--- src/rtl/ptt_pkg.sv ---
// Package with the command, table and state codes of the periodic task timer bank.
package ptt_pkg;

  typedef enum logic [2:0] {
    CMD_TICK       = 3'd0,
    CMD_RUN        = 3'd1,
    CMD_CREATE     = 3'd2,
    CMD_SET_STATE  = 3'd3,
    CMD_SET_TICK   = 3'd4,
    CMD_SET_PERIOD = 3'd5,
    CMD_SET_DELAY  = 3'd6,
    CMD_GET_TICK   = 3'd7
  } cmd_e;

  localparam logic [1:0] KIND_DELAYED = 2'd0;
  localparam logic [1:0] KIND_EVENT   = 2'd1;
  localparam logic [1:0] KIND_TIMER   = 2'd2;

  localparam int unsigned MaxResults = 16;
  localparam logic [15:0] TickStepReset = 16'd100;

  typedef enum logic [2:0] {
    ST_IDLE,
    ST_TICK_EV,
    ST_TICK_DL,
    ST_TICK_TM,
    ST_RUN_DL,
    ST_RUN_EV,
    ST_REPLY
  } state_e;

endpackage

--- src/rtl/periodic_task_timer_bank.sv ---
// Top level of the periodic task timer bank with its slot tables and sequencer.
// A tick walks every created slot one per cycle through a shared adder, first the events,
// then the delayed tasks, then the timers, and then replies. A run walks the created
// delayed tasks and then the events likewise, stops early after 16 reports, waits while
// the output is stalled, and ends with a word that has last set. Other commands go
// straight to the reply. The input stalls while a command is in progress; tick_step
// may be written only while the block is idle.
module periodic_task_timer_bank #(
  parameter int unsigned DELAYED_SLOTS = 8,
  parameter int unsigned EVENT_SLOTS   = 8,
  parameter int unsigned TIMER_SLOTS   = 8,
  parameter int unsigned TIME_BITS     = 32
) (
  input  logic        clk_i,
  input  logic        rst_ni,
  input  logic        cfg_valid_i,
  output logic        cfg_ready_o,
  input  logic [15:0] cfg_data_i,
  input  logic        in_valid_i,
  output logic        in_stall_o,
  input  logic [2:0]  cmd_i,
  input  logic [1:0]  kind_i,
  input  logic [2:0]  slot_i,
  input  logic [31:0] value_i,
  input  logic        enable_i,
  input  logic        has_handler_i,
  output logic        out_valid_o,
  input  logic        out_stall_i,
  output logic        status_o,
  output logic [1:0]  out_kind_o,
  output logic [2:0]  out_slot_o,
  output logic [31:0] out_value_o,
  output logic        fired_o,
  output logic        last_o
);
  import ptt_pkg::*;

  localparam int unsigned DW = (DELAYED_SLOTS > 1) ? $clog2(DELAYED_SLOTS) : 1;
  localparam int unsigned EW = (EVENT_SLOTS > 1) ? $clog2(EVENT_SLOTS) : 1;
  localparam int unsigned TW = (TIMER_SLOTS > 1) ? $clog2(TIMER_SLOTS) : 1;
  localparam int unsigned IW = 6;
  localparam int unsigned CW = 6;
  localparam int unsigned SW = (TIME_BITS > 16) ? TIME_BITS : 16;

  logic [15:0] step_q;
  logic [IW-1:0] dl_used_q, ev_used_q, tm_used_q;
  logic [DELAYED_SLOTS-1:0] dl_en_q, dl_h_q;
  logic [TIME_BITS-1:0] dl_left_q [DELAYED_SLOTS];
  logic [EVENT_SLOTS-1:0] ev_en_q, ev_h_q, ev_pend_q;
  logic [TIME_BITS-1:0] ev_per_q [EVENT_SLOTS];
  logic [TIME_BITS-1:0] ev_cnt_q [EVENT_SLOTS];
  logic [TIMER_SLOTS-1:0] tm_en_q;
  logic [TIME_BITS-1:0] tm_cnt_q [TIMER_SLOTS];

  state_e state_q, state_d;
  logic [IW-1:0] idx_q, idx_d;
  logic [CW-1:0] nrep_q, nrep_d;

  logic ov_q;
  logic o_status_q, o_fired_q, o_last_q;
  logic [1:0] o_kind_q;
  logic [2:0] o_slot_q;
  logic [31:0] o_value_q;

  logic [2:0] cmd_q;
  logic [1:0] kind_q;
  logic [2:0] slot_q;
  logic [TIME_BITS-1:0] value_q;
  logic en_q, h_q;

  logic out_free, accept;
  assign out_free = ~ov_q | ~out_stall_i;
  assign in_stall_o = (state_q != ST_IDLE);
  assign accept = in_valid_i & ~in_stall_o;
  assign cfg_ready_o = 1'b1;

  assign out_valid_o = ov_q;
  assign status_o = o_status_q;
  assign out_kind_o = o_kind_q;
  assign out_slot_o = o_slot_q;
  assign out_value_o = o_value_q;
  assign fired_o = o_fired_q;
  assign last_o = o_last_q;

  // Shared adder operand selection.
  logic [TIME_BITS-1:0] alu_a, alu_res;
  logic alu_sub;
  logic [DW-1:0] di;
  logic [EW-1:0] ei;
  logic [TW-1:0] ti;
  assign di = idx_q[DW-1:0];
  assign ei = idx_q[EW-1:0];
  assign ti = idx_q[TW-1:0];

  always_comb begin
    alu_a = '0;
    alu_sub = 1'b0;
    case (state_q)
      ST_TICK_EV: alu_a = ev_cnt_q[ei];
      ST_TICK_DL: begin
        alu_a = dl_left_q[di];
        alu_sub = 1'b1;
      end
      ST_TICK_TM: alu_a = tm_cnt_q[ti];
      default: alu_a = '0;
    endcase
  end

  ptt_alu #(.TimeBits(TIME_BITS)) u_alu (
    .a_i(alu_a), .step_i(step_q), .sub_i(alu_sub), .res_o(alu_res)
  );

  // Walk control signals.
  logic ev_in, dl_in, tm_in;
  assign ev_in = (idx_q < ev_used_q);
  assign dl_in = (idx_q < dl_used_q);
  assign tm_in = (idx_q < tm_used_q);
  logic dl_rep, ev_vis, ev_rep, full;
  assign full = (nrep_q >= CW'(MaxResults));
  assign dl_rep = dl_in & dl_en_q[di] & (dl_left_q[di] == '0) & dl_h_q[di];
  assign ev_vis = ev_in & ev_en_q[ei] & ev_pend_q[ei];
  assign ev_rep = ev_vis & ev_h_q[ei];

  // Single command decode.
  logic slot_ok, err;
  logic [IW-1:0] slot_ext;
  assign slot_ext = IW'(slot_q);
  always_comb begin
    slot_ok = 1'b0;
    case (kind_q)
      KIND_DELAYED: slot_ok = slot_ext < dl_used_q;
      KIND_EVENT:   slot_ok = slot_ext < ev_used_q;
      KIND_TIMER:   slot_ok = slot_ext < tm_used_q;
      default:      slot_ok = 1'b0;
    endcase
    err = 1'b0;
    case (cmd_e'(cmd_q))
      CMD_CREATE: begin
        case (kind_q)
          KIND_DELAYED: err = dl_used_q >= IW'(DELAYED_SLOTS);
          KIND_EVENT:   err = (SW'(value_q) < SW'(step_q)) || (ev_used_q >= IW'(EVENT_SLOTS));
          KIND_TIMER:   err = tm_used_q >= IW'(TIMER_SLOTS);
          default:      err = 1'b1;
        endcase
      end
      CMD_SET_STATE:  err = ~slot_ok;
      CMD_SET_TICK:   err = ~slot_ok | (kind_q == KIND_DELAYED);
      CMD_SET_PERIOD: err = ~slot_ok | (kind_q != KIND_EVENT);
      CMD_SET_DELAY:  err = ~slot_ok | (kind_q != KIND_DELAYED);
      CMD_GET_TICK:   err = ~slot_ok | (kind_q != KIND_TIMER);
      default:        err = 1'b0;
    endcase
  end

  // Next state.
  always_comb begin
    state_d = state_q;
    idx_d = idx_q;
    nrep_d = nrep_q;
    case (state_q)
      ST_IDLE: begin
        idx_d = '0;
        nrep_d = '0;
        if (accept) begin
          case (cmd_e'(cmd_i))
            CMD_TICK: state_d = ST_TICK_EV;
            CMD_RUN:  state_d = ST_RUN_DL;
            default:  state_d = ST_REPLY;
          endcase
        end
      end
      ST_TICK_EV: begin
        if (ev_in) idx_d = idx_q + 1'b1;
        else begin
          idx_d = '0;
          state_d = ST_TICK_DL;
        end
      end
      ST_TICK_DL: begin
        if (dl_in) idx_d = idx_q + 1'b1;
        else begin
          idx_d = '0;
          state_d = ST_TICK_TM;
        end
      end
      ST_TICK_TM: begin
        if (tm_in) idx_d = idx_q + 1'b1;
        else state_d = ST_REPLY;
      end
      ST_RUN_DL: begin
        if (!dl_in || full) begin
          idx_d = '0;
          state_d = ST_RUN_EV;
        end else if (!dl_rep || out_free) begin
          idx_d = idx_q + 1'b1;
          if (dl_rep) nrep_d = nrep_q + 1'b1;
        end
      end
      ST_RUN_EV: begin
        if (!ev_in || full) begin
          state_d = ST_REPLY;
        end else if (!ev_rep || out_free) begin
          idx_d = idx_q + 1'b1;
          if (ev_rep) nrep_d = nrep_q + 1'b1;
        end
      end
      ST_REPLY: begin
        if (out_free) state_d = ST_IDLE;
      end
      default: state_d = ST_IDLE;
    endcase
  end

  // Pending result word of the run and reply states, read by the output block below.
  logic         lw_valid;
  logic         lw_status, lw_fired, lw_last;
  logic [1:0]   lw_kind;
  logic [2:0]   lw_slot;
  logic [31:0]  lw_value;
  // A run stages each found report in the held word, since the final word has to carry last;
  // a report is held back there until the next one is known.
  logic hold_q;

  always_comb begin
    lw_valid = 1'b0;
    lw_status = 1'b0;
    lw_fired = 1'b0;
    lw_last = 1'b0;
    lw_kind = '0;
    lw_slot = '0;
    lw_value = '0;
    case (state_q)
      ST_RUN_DL: begin
        if (dl_in && !full && dl_rep) begin
          lw_valid = 1'b1;
          lw_fired = 1'b1;
          lw_kind = KIND_DELAYED;
          lw_slot = 3'(idx_q);
        end
      end
      ST_RUN_EV: begin
        if (ev_in && !full && ev_rep) begin
          lw_valid = 1'b1;
          lw_fired = 1'b1;
          lw_kind = KIND_EVENT;
          lw_slot = 3'(idx_q);
        end
      end
      ST_REPLY: begin
        if (cmd_e'(cmd_q) == CMD_RUN) begin
          lw_valid = (nrep_q == '0);
          lw_last = 1'b1;
        end else begin
          lw_valid = 1'b1;
          lw_last = 1'b1;
          if (err) lw_status = 1'b1;
          else if (cmd_e'(cmd_q) == CMD_TICK) lw_kind = '0;
          else begin
            lw_kind = kind_q;
            lw_slot = slot_q;
            if (cmd_e'(cmd_q) == CMD_CREATE) begin
              case (kind_q)
                KIND_DELAYED: lw_slot = 3'(dl_used_q);
                KIND_EVENT:   lw_slot = 3'(ev_used_q);
                default:      lw_slot = 3'(tm_used_q);
              endcase
            end
            if (cmd_e'(cmd_q) == CMD_GET_TICK) lw_value = 32'(tm_cnt_q[slot_ext[TW-1:0]]);
          end
        end
      end
      default: lw_valid = 1'b0;
    endcase
  end

  // Output register. During a run, reports are staged in the held word; the held word
  // goes out when the next report appears, or with last set when the walk ends.
  logic         hw_fired_q;
  logic [1:0]   hw_kind_q;
  logic [2:0]   hw_slot_q;
  logic run_end;
  assign run_end = (state_q == ST_REPLY) && (cmd_e'(cmd_q) == CMD_RUN);

  always_ff @(posedge clk_i or negedge rst_ni) begin
    if (!rst_ni) begin
      ov_q <= 1'b0;
      hold_q <= 1'b0;
    end else if (out_free) begin
      if (hold_q && (lw_valid && lw_fired || run_end)) begin
        ov_q <= 1'b1;
        hold_q <= lw_valid && lw_fired;
      end else if (lw_valid && lw_fired) begin
        ov_q <= 1'b0;
        hold_q <= 1'b1;
      end else begin
        ov_q <= lw_valid && state_q == ST_REPLY;
      end
    end
  end

  always_ff @(posedge clk_i) begin
    if (out_free) begin
      if (hold_q && (lw_valid && lw_fired || run_end)) begin
        o_status_q <= 1'b0;
        o_fired_q <= hw_fired_q;
        o_kind_q <= hw_kind_q;
        o_slot_q <= hw_slot_q;
        o_value_q <= '0;
        o_last_q <= run_end;
      end else begin
        o_status_q <= lw_status;
        o_fired_q <= lw_fired;
        o_kind_q <= lw_kind;
        o_slot_q <= lw_slot;
        o_value_q <= lw_value;
        o_last_q <= lw_last;
      end
      if (lw_valid && lw_fired) begin
        hw_fired_q <= 1'b1;
        hw_kind_q <= lw_kind;
        hw_slot_q <= lw_slot;
      end
    end
  end

  // Control registers.
  always_ff @(posedge clk_i or negedge rst_ni) begin
    if (!rst_ni) begin
      state_q <= ST_IDLE;
      idx_q <= '0;
      nrep_q <= '0;
      step_q <= TickStepReset;
      dl_used_q <= '0;
      ev_used_q <= '0;
      tm_used_q <= '0;
      ev_pend_q <= '0;
      for (int i = 0; i < EVENT_SLOTS; i++) begin
        ev_per_q[i] <= '0;
        ev_cnt_q[i] <= '0;
      end
    end else begin
      state_q <= state_d;
      idx_q <= idx_d;
      nrep_q <= nrep_d;
      if (cfg_valid_i) step_q <= cfg_data_i;
      case (state_q)
        ST_TICK_EV: begin
          if (ev_in) begin
            if (ev_en_q[ei]) begin
              if (ev_cnt_q[ei] >= ev_per_q[ei]) begin
                ev_pend_q[ei] <= 1'b1;
                ev_cnt_q[ei] <= '0;
              end else ev_cnt_q[ei] <= alu_res;
            end else ev_pend_q[ei] <= 1'b0;
          end
        end
        ST_RUN_EV: begin
          if (ev_in && !full && ev_vis && (!ev_rep || out_free)) ev_pend_q[ei] <= 1'b0;
        end
        ST_REPLY: begin
          if (out_free && !err) begin
            case (cmd_e'(cmd_q))
              CMD_CREATE: begin
                case (kind_q)
                  KIND_DELAYED: dl_used_q <= dl_used_q + 1'b1;
                  KIND_EVENT: begin
                    ev_used_q <= ev_used_q + 1'b1;
                    ev_per_q[ev_used_q[EW-1:0]] <= value_q;
                    ev_cnt_q[ev_used_q[EW-1:0]] <= '0;
                  end
                  default: tm_used_q <= tm_used_q + 1'b1;
                endcase
              end
              CMD_SET_STATE: begin
                if (kind_q == KIND_EVENT) ev_cnt_q[slot_ext[EW-1:0]] <= '0;
              end
              CMD_SET_TICK: begin
                if (kind_q == KIND_EVENT) begin
                  ev_cnt_q[slot_ext[EW-1:0]] <= value_q;
                  ev_pend_q[slot_ext[EW-1:0]] <= 1'b0;
                end
              end
              CMD_SET_PERIOD: begin
                ev_cnt_q[slot_ext[EW-1:0]] <= '0;
                ev_pend_q[slot_ext[EW-1:0]] <= 1'b0;
                ev_per_q[slot_ext[EW-1:0]] <= value_q;
              end
              default: ;
            endcase
          end
        end
        default: ;
      endcase
    end
  end

  // Payload tables without reset.
  always_ff @(posedge clk_i) begin
    if (accept) begin
      cmd_q <= cmd_i;
      kind_q <= kind_i;
      slot_q <= slot_i;
      value_q <= TIME_BITS'(value_i);
      en_q <= enable_i;
      h_q <= has_handler_i;
    end
    case (state_q)
      ST_TICK_DL: if (dl_in) dl_left_q[di] <= alu_res;
      ST_TICK_TM: if (tm_in && tm_en_q[ti]) tm_cnt_q[ti] <= alu_res;
      ST_REPLY: begin
        if (out_free && !err) begin
          case (cmd_e'(cmd_q))
            CMD_CREATE: begin
              case (kind_q)
                KIND_DELAYED: begin
                  dl_en_q[dl_used_q[DW-1:0]] <= en_q;
                  dl_h_q[dl_used_q[DW-1:0]] <= h_q;
                  dl_left_q[dl_used_q[DW-1:0]] <= '0;
                end
                KIND_EVENT: begin
                  ev_en_q[ev_used_q[EW-1:0]] <= en_q;
                  ev_h_q[ev_used_q[EW-1:0]] <= h_q;
                end
                default: begin
                  tm_en_q[tm_used_q[TW-1:0]] <= en_q;
                  tm_cnt_q[tm_used_q[TW-1:0]] <= '0;
                end
              endcase
            end
            CMD_SET_STATE: begin
              case (kind_q)
                KIND_DELAYED: begin
                  dl_en_q[slot_ext[DW-1:0]] <= en_q;
                  dl_left_q[slot_ext[DW-1:0]] <= '0;
                end
                KIND_EVENT: ev_en_q[slot_ext[EW-1:0]] <= en_q;
                default: begin
                  tm_en_q[slot_ext[TW-1:0]] <= en_q;
                  tm_cnt_q[slot_ext[TW-1:0]] <= '0;
                end
              endcase
            end
            CMD_SET_TICK: if (kind_q == KIND_TIMER) tm_cnt_q[slot_ext[TW-1:0]] <= value_q;
            CMD_SET_DELAY: dl_left_q[slot_ext[DW-1:0]] <= value_q;
            default: ;
          endcase
        end
      end
      default: ;
    endcase
  end
endmodule

--- src/rtl/ptt_alu.sv ---
// Shared time arithmetic unit: one add or subtract with compare per cycle.
module ptt_alu #(
  parameter int unsigned TimeBits = 32
) (
  input  logic [TimeBits-1:0] a_i,
  input  logic [15:0]         step_i,
  input  logic                sub_i,
  output logic [TimeBits-1:0] res_o
);
  localparam int unsigned SumBits = ((TimeBits > 16) ? TimeBits : 16) + 1;

  logic [SumBits-1:0] a_ext;
  logic [SumBits-1:0] step_ext;
  logic [SumBits-1:0] sum;
  logic               ge;

  assign a_ext = SumBits'(a_i);
  assign step_ext = SumBits'(step_i);
  assign sum = sub_i ? (a_ext - step_ext) : (a_ext + step_ext);
  assign ge = ~sum[SumBits-1];
  assign res_o = sub_i ? (ge ? sum[TimeBits-1:0] : '0) : sum[TimeBits-1:0];
endmodule

--- config.mk ---
export PLATFORM = sky130hd
export DESIGN_NAME = periodic_task_timer_bank
export DESIGN_NICKNAME = d
export VERILOG_FILES = /design/src/rtl/ptt_pkg.sv /design/src/rtl/periodic_task_timer_bank.sv /design/src/rtl/ptt_alu.sv
export SDC_FILE = /design/constraint.sdc
export NUM_CORES = 2
export LEC_CHECK = 0
export BUFFER_PORTS_ARGS = -buffer_cell sky130_fd_sc_hd__buf_2
export CAP_MARGIN = 15
export CORE_ASPECT_RATIO = 0.8
export CORE_MARGIN = 2
export CORE_UTILIZATION = 45
export CTS_BUF_LIST = sky130_fd_sc_hd__clkbuf_4 sky130_fd_sc_hd__clkbuf_8
export CTS_CLUSTER_SIZE = 25
export DETAILED_ROUTE_END_ITERATION = 12
export SETUP_SLACK_MARGIN = 0.2
export SLEW_MARGIN = 0
export SYNTH_ARGS = -nofsm -noshare
export SYNTH_HDL_FRONTEND = slang
export SYNTH_SLANG_ARGS = --single-unit
--- constraint.sdc ---
create_clock -name clk_i -period 10.4 [get_ports clk_i]
set_input_delay 2.08 -clock clk_i [delete_from_list [all_inputs] [get_ports clk_i]]
set_output_delay 2.08 -clock clk_i [all_outputs]
set_load 0.02 [all_outputs]
After elaboration in Yosys (flattened, before gate mapping)
Memory sizes are Yosys's and may differ from the RTL's. A register that Yosys moved wholly into a read port is not among the register bits.
Index checks and enable logic that the tools add are counted.
{ "word_totals": {"register_bits": 666, "ramBits": 512, "inputBits": 63, "out_inout_bits": 43, "word_cells": 413, "mem_count": 2} }
{ "op_classes": {"addsub": 7, "n_lt_le_gt_ge": 28, "n_eq_ne": 49, "n_mux": 180, "bitwise": 35, "reduce_logical": 68} }
{ "memory_table": {"columns": ["memory", "words", "word_bits", "read_ports", "rd_ports_with_merged_regs", "write_ports", "line_no", "text"], "rows": [
  ["dl_left_q", 8, 32, 1, 0, 1, "periodic_task_timer_bank.sv:48", "logic [TIME_BITS-1:0] dl_left_q [DELAYED_SLOTS];"],
  ["tm_cnt_q", 8, 32, 2, 1, 1, "periodic_task_timer_bank.sv:53", "logic [TIME_BITS-1:0] tm_cnt_q [TIMER_SLOTS];"]
]} }
{ "ops": {"columns": ["op", "count"], "rows": [
  ["$mux W256", 8],
  ["$bwmux W256", 4],
  ["$pmux W256 S2", 2],
  ["$pmux W256 S4", 1],
  ["$and A256 B256 Y256", 3],
  ["$not A256 Y256", 3],
  ["$mux W32", 15],
  ["$demux W32 S3", 3],
  ["$bmux W32 S3", 2],
  ["$reduce_or A32 Y1", 4],
  ["$mux W8", 12],
  ["$pmux W32 S3", 1],
  ["$mux W6", 13],
  ["$bwmux W8", 8],
  ["$pmux W8 S2", 4],
  ["$mux W1", 60],
  ["$mux W3", 18],
  ["$ne A2 B2 Y1 const B", 23],
  ["$pmux W6 S6", 1],
  ["$add A32 B16 Y33", 1],
  ["$mux W33", 1],
  ["$sub A32 B16 Y33", 1],
  ["$ge A32 B32 Y1", 1],
  ["$logic_not A32 Y1", 1],
  ["56 further kinds", 177]
]} }

Logic depth before layout (Yosys ltp)
{ "logic_depth": {"ltp_word": 14, "mapped_depth": 28, "mapped_depth_nobuf": 20} }

Modules after synthesis
A second synthesis with hierarchy kept.
{ "hier_totals": {"cells_unflattened": 5085, "hier_area_um2": 60254.0} }
{ "modules_own_cells": {"columns": ["mod", "n_inst", "cells_per_inst", "area_per_inst_um2", "seq_area_each_um2"], "rows": [
  ["periodic_task_timer_bank", 1, 4726, 57925.6, 33480.9],
  ["ptt_alu", 1, 359, 2328.5, 0.0]
]} }

Worst setup path after synthesis
OpenSTA, ideal clock, no wires.
{ "synth_timing": {"path_type": "input-to-reg", "startpoint": "in out_stall_i", "endpoint": "mem dl_left_q[0][0] (enable)", "setup_ns": 0.461, "arrival_time_ns": 6.601, "path_slack_ns": 3.338, "path_stages": 10, "path_buffers": 1, "path_cell_list": "and2_1 > clkbuf_1 > clkinv_1 > nand2_1 > a311o_1 > nor2_2 > o211ai_1 > a21boi_0 > or2_2 > nor3_1"} }
{ "synth_via": {"elab_chain_cells": 9, "elab_cells_between_ends": 19, "classes_between": "13 x mux; 3 x bitwise; 3 x reduce/logical"} }
{ "synth_rtl": {"columns": ["element", "line_no", "text"], "rows": [
  ["from (decl)", "periodic_task_timer_bank.sv:28", "input logic out_stall_i,"],
  ["$not A1 Y1 *", "periodic_task_timer_bank.sv:72", "assign out_free = ~ov_q | ~out_stall_i;"],
  ["$or A1 B1 Y1 *", "periodic_task_timer_bank.sv:72", null],
  ["via out_free", "periodic_task_timer_bank.sv:71", "logic out_free, accept;"],
  ["$logic_and A1 B1 Y1 *", "periodic_task_timer_bank.sv:411", "if (out_free && !err) begin"],
  ["$mux W1", "periodic_task_timer_bank.sv:411", null],
  ["$mux W1", "periodic_task_timer_bank.sv:407", "case (state_q)"],
  ["$mux W1 (on tied branches)", "periodic_task_timer_bank.sv:418, periodic_task_timer_bank.sv:434, periodic_task_timer_bank.sv:444", null],
  ["$reduce_or A32 Y1 (no source line) / $or A1 B1 Y1 (equally long branches)", null, null],
  ["$mux W3 (no source line), or another cell as far along", null, null],
  ["$mux W3 (no source line) / $mux W1 (equally long branches)", null, null],
  ["to (decl)", "periodic_task_timer_bank.sv:48", null]
]} }
Mark *: on every way through the listed nets, which the timed path passes. The rest lies on a longest branch.

Final worst setup path
{ "layout_timing": {"startpoint": "reg idx_q[1]", "endpoint": "reg ev_cnt_q[46] (netlist name)"} }
{ "layout_via": {"elab_chain_cells": 14, "elab_cells_between_ends": 34, "classes_between": "2 x add/sub; 4 x order compare; 2 x eq/ne; 19 x mux; 3 x bitwise; 2 x reduce/logical; 2 x memory"} }
{ "layout_rtl": {"columns": ["element", "line_no", "text"], "rows": [
  ["from (decl)", "periodic_task_timer_bank.sv:56", "logic [IW-1:0] idx_q, idx_d;"],
  ["from (signal assigned)", "periodic_task_timer_bank.sv:343", "idx_q <= idx_d;"],
  ["$not A3 Y4 (implied by the code)", null, null],
  ["$bmux W32 S3", "periodic_task_timer_bank.sv:99, periodic_task_timer_bank.sv:350", null],
  ["$mux W32 (implied by the code) (2 in series)", "periodic_task_timer_bank.sv:99, periodic_task_timer_bank.sv:350", null],
  ["$pmux W32 S3", "periodic_task_timer_bank.sv:98", "case (state_q)"],
  ["$add A32 B16 Y33 / $sub A32 B16 Y33 (equally long branches)", "ptt_alu.sv:19", "assign sum = sub_i ? (a_ext - step_ext) : (a_ext + step_ext);"],
  ["$mux W33", "ptt_alu.sv:19", null],
  ["$mux W32 (2 in series)", "ptt_alu.sv:21", "assign res_o = sub_i ? (ge ? sum[TimeBits-1:0] : '0) : sum[TimeBits-1:0];"],
  ["$bwmux W256", "periodic_task_timer_bank.sv:353", "end else ev_cnt_q[ei] <= alu_res;"],
  ["$mux W256", "periodic_task_timer_bank.sv:350", "if (ev_cnt_q[ei] >= ev_per_q[ei]) begin"],
  ["$mux W256", "periodic_task_timer_bank.sv:349", "if (ev_en_q[ei]) begin"],
  ["$mux W256", "periodic_task_timer_bank.sv:348", "if (ev_in) begin"],
  ["$pmux W256 S2", "periodic_task_timer_bank.sv:346", "case (state_q)"],
  ["to (signal, indexed assignment)", "periodic_task_timer_bank.sv:353", null],
  ["to (signal, indexed assignment)", "periodic_task_timer_bank.sv:379", "ev_cnt_q[slot_ext[EW-1:0]] <= value_q;"],
  ["to (decl)", "periodic_task_timer_bank.sv:51", "logic [TIME_BITS-1:0] ev_cnt_q [EVENT_SLOTS];"]
]} }
Parallel ways exist; a longest one is shown, timed or not. The select of a mux whose other input is x is not followed.
A chain may end at the register's enable or synchronous reset.

==> metrics.md <==
| Metric | Value |
|---|---|
| Status | `completed` |
| Die area | `~0.13 mm2` |
| Seq cells post-synth | `1210` |
| Synth cell count leaders | `edfxtp_1, dfrtp_1, nand2_1` |
| Final global-route overflow total | `0` |
| CTS tree | `done` |
| Core region area | `0.131 mm2` |
| Largest cells by area after synthesis | `edfxtp_1, dfrtp_1, mux2_2, a22oi_1, nand2_1` |
| Mapped Area | `between 0.05 and 0.06 mm2` |
| Input/output buffers | `around 100` |
| FFs w/ async S/R, synth | `between 40% and 50%` |
| Slew Viols, Final | `0` |
| Synth Net Count | `5186` |
| Fin Setup TNS | `0 ns` |
| Synthesized area per cell | `11.8 um2` |
| Initial Util | `a little under half` |
| Main flop type after synthesis | `edfxtp_1` |
| # IOs | `about 110` |
| DP Area | `between 0.06 and 0.07 mm2` |
| Post-CTS sizing | `0` |
| Largest net degree at the start of global routing | `180` |
| Global Route met3 Usage | `around 15%` |
| # fillers | `~12000` |
| Max-slew headroom | `roughly 3.4%` |
| Post-Synthesis Cells | `between 5000 and 6000` |
| Seq/Total Area, Yosys | `between 50 and 60%` |
| Post-DRT Antenna Nets | `0` |
| Worst Path Arrival | `just under 9 ns` |
| Clock transition at path regs | `about 0.07 ns` |
| Post-synth EDFFs | `~640` |
| Per-cell routed wire length | `34.6 um` |
| Static leakage | `about 26 nW` |
| Initial antenna violation count | `16` |
| Reg2reg start | `idx_q[1]$_DFFE_PN0P_` |
| Vias | `48400` |
| F_max | `around 130 MHz` |
| Reg-to-reg endpoint | `ev_cnt_q[46]$_DFFE_PN0P_` |
| Routing usage on met1 | `between 40% and 50%` |
| Final non-filler cell area | `between 0.06 and 0.07 mm2` |
| WP data required | `roughly 11 ns` |
| Post-synth top area cell | `edfxtp_1` |
| Residual DRC count | `0` |
| Vias per inst | `6.96` |
| CTS Buffer Depth | `3` |
| CP max FO | `approximately 40` |
| Total GRT Usage | `35.2%` |
| Hold EP | `ev_used_q[4]$_DFFE_PN0N_` |
| DRT iter0 DRCs | `8237` |
| Storage cell area | `between 0.03 and 0.04 mm2` |
| Die Ht | `roughly 330 um` |
| Post-CTS Setup Bufs | `0` |
| VDD IR max | `roughly 0.26 mV` |
| TritonCTS Buffers | `roughly 190` |
| Pwr Density | `~280 mW/mm2` |
| Worst slew pin tran | `~1.4 ns` |
| Wire length reported by the detailed router | `240000 um` |
| Synth Warn # | `0` |
| Clock sinks | `between 1000 and 1500` |
| Hold path startpoint | `ev_used_q[4]$_DFFE_PN0N_` |
| Chip width | `between 400 and 500 um` |
| First-pass GRT wire length | `342000 um` |
| Layout cells sized above 1 | `20.5%` |
| Final HPWL DP | `151000 um` |
| Setup crit end kind | `register` |
| Final Hold Viols | `0` |
| Nets@finish | `approximately 5200` |
| Drt pass-1 iters | `13` |
| Critical path class | `register to register` |
| Clk_skew | `0.0637 ns` |
| RSZ-0062 raised after global routing | `false` |
| Gr busiest metal | `met2` |
| Final setup viols | `0` |
| Hold Crit Class | `register to register` |
| Multi-input logic area | `~0.024 mm2` |
| Tmin final | `between 7 and 8 ns` |
| Worst-Skew Late Latency | `0.98 ns` |
| Hold Buf Count CTS | `0` |
| Min-Delay Path Depth | `0` |
| Vias in the first global route | `about 46000` |
| Row cnt | `between 100 and 150` |
| Most frequent cell after synthesis | `edfxtp_1` |
| Slack of the worst reg-to-reg path | `2.63 ns` |
| Synth unique cells | `slightly above 100` |
| Routability-driven placement congestion ratio | `1.02` |
| Top-area cell type share of the netlist area | `around a third` |
| Setup crit start kind | `register` |
| Layout area overhead | `11.5%` |
| Root Buffer | `clkbuf_8` |
| R2R cell count | `19` |
| Max-cap viol count | `0` |
| Global routing usage on met2 | `roughly 48%` |
| Crit share post-route | `roughly three quarters` |
| CTS H-Tree Depth | `4` |
critical path, cell delays in order, from the launching register on:
cell      delay, ns
dfrtp_4        0.71
buf_4          0.59
nor2b_2        0.25
buf_4          0.35
a221oi_1       0.15
o21ai_0        1.09
o21ai_0        0.39
o22a_1         0.30
nor2_1         0.09
ha_1           0.29
nand2_1        0.08
o21ai_0        0.33
nor2_1         0.09
o211ai_1       0.17
a31o_2         0.27
a221o_1        0.39
nand2_1        0.49
nor3_4         1.14
a222oi_1       0.21
o21ai_0        0.24
layout by cell type, fill, tap and decap left out, drive strengths merged, types with 111 or more instances in the layout:
cell,instances
buf,290
nand2,433
dfrtp,568
a222oi,137
clkbuf,286
a21oi,139
a221oi,155
mux2,319
ha,111
edfxtp,639
a22oi,364
o21ai,322
nor2,213
a22o,140
per-layer routing:
layer | share of wire (%) | up-vias
li1 | - | 19800
met1 | 39 | 24200
met2 | 40 | 3580
met3 | 15 | 779
met4 | 5.6 | 10
met5 | 0.045 | -
how the worst max path moves through the flow:
stage | slack [ns] | depth (start not counted) | start | to
after detailed placement | 2.85 | 21 | idx_q[1]$_DFFE_PN0P_ | tm_cnt_q[1][22]$_DFFE_PP_
after global placement | 2.61 | 20 | idx_q[1]$_DFFE_PN0P_ | tm_cnt_q[7][26]$_DFFE_PP_
after CTS | 2.86 | 21 | idx_q[1]$_DFFE_PN0P_ | tm_cnt_q[3][22]$_DFFE_PP_
final | 2.63 | 19 | idx_q[1]$_DFFE_PN0P_ | ev_cnt_q[46]$_DFFE_PN0P_
after floorplan | 3.34 | 10 | out_stall_i | dl_left_q[0][0]$_DFFE_PP_
after global routing | 2.52 | 21 | idx_q[1]$_DFFE_PN0P_ | ev_cnt_q[41]$_DFFE_PN0P_
cell type report:
class / instances / area share [%]
Timing Repair Buffer: 295 / 3.08
Clock inverter: 70 / 0.786
Tap cell: 1754 / 3.32
Clock buffer: 281 / 5.23
Multi-Input combinational cell: 3269 / 36.5
Inverter: 72 / 0.409
Antenna cell: 5 / 0.0189
Sequential cell: 1210 / 50.7
flip-flops by register name, summed over array words and instances, names as in the netlist, 16 cells and up, named ones only:
signal       flops
tm_cnt_q       256
ev_cnt_q       256
ev_per_q       256
value_q         32
dl_left_q      256
step_q          16
out_value_o     32
through the flow:
stage | std cells | utilization (%) | hold slack, ns | setup slack (ns) | power (mW)
6_report | 6956 | 50.4 | 0.403 | 2.63 | 18.7
5_1_grt | 6953 | 50.4 | 0.419 | 2.52 | 19.1
4_1_cts | 6945 | 50.3 | 0.401 | 2.86 | 18.2
3_5_place_dp | 6594 | 47.3 | 0.385 | 2.85 | 14.0
3_3_place_gp | 6593 | 47.3 | 0.383 | 2.61 | 13.9
2_1_floorplan | 5011 | - | 0.439 | 3.34 | 10.5
power by group:
| part | total, mW | internal, mW | leakage (nW) | switching, mW |
|---|---|---|---|---|
| clock network | 4.29 | 2.26 | 2.11 | 2.02 |
| registers | 6.51 | 6.05 | 13.8 | 0.457 |
| logic | 7.87 | 1.96 | 9.90 | 5.90 |
| total | 18.7 | 10.3 | 25.8 | 8.38 |
kinds of logic (layout without fill, tap and decap cells):
kind of cell             after synthesis  count (layout)  synth area share (%)
AND/OR/NAND/NOR                     1094            1094                  8.91
XOR/XNOR                              48              48                 0.709
adder cells (fa/ha/maj)              112             112                  2.38
buffers and inverters                532             718                  3.56
AO/OA/AOI/OAI                       1622            1622                  20.2
flip-flops                          1210            1210                  56.5
other                                  1               6               0.00633
multiplexers                         392             392                  7.72
No activity file was read; power rests on OpenSTA's default activity.
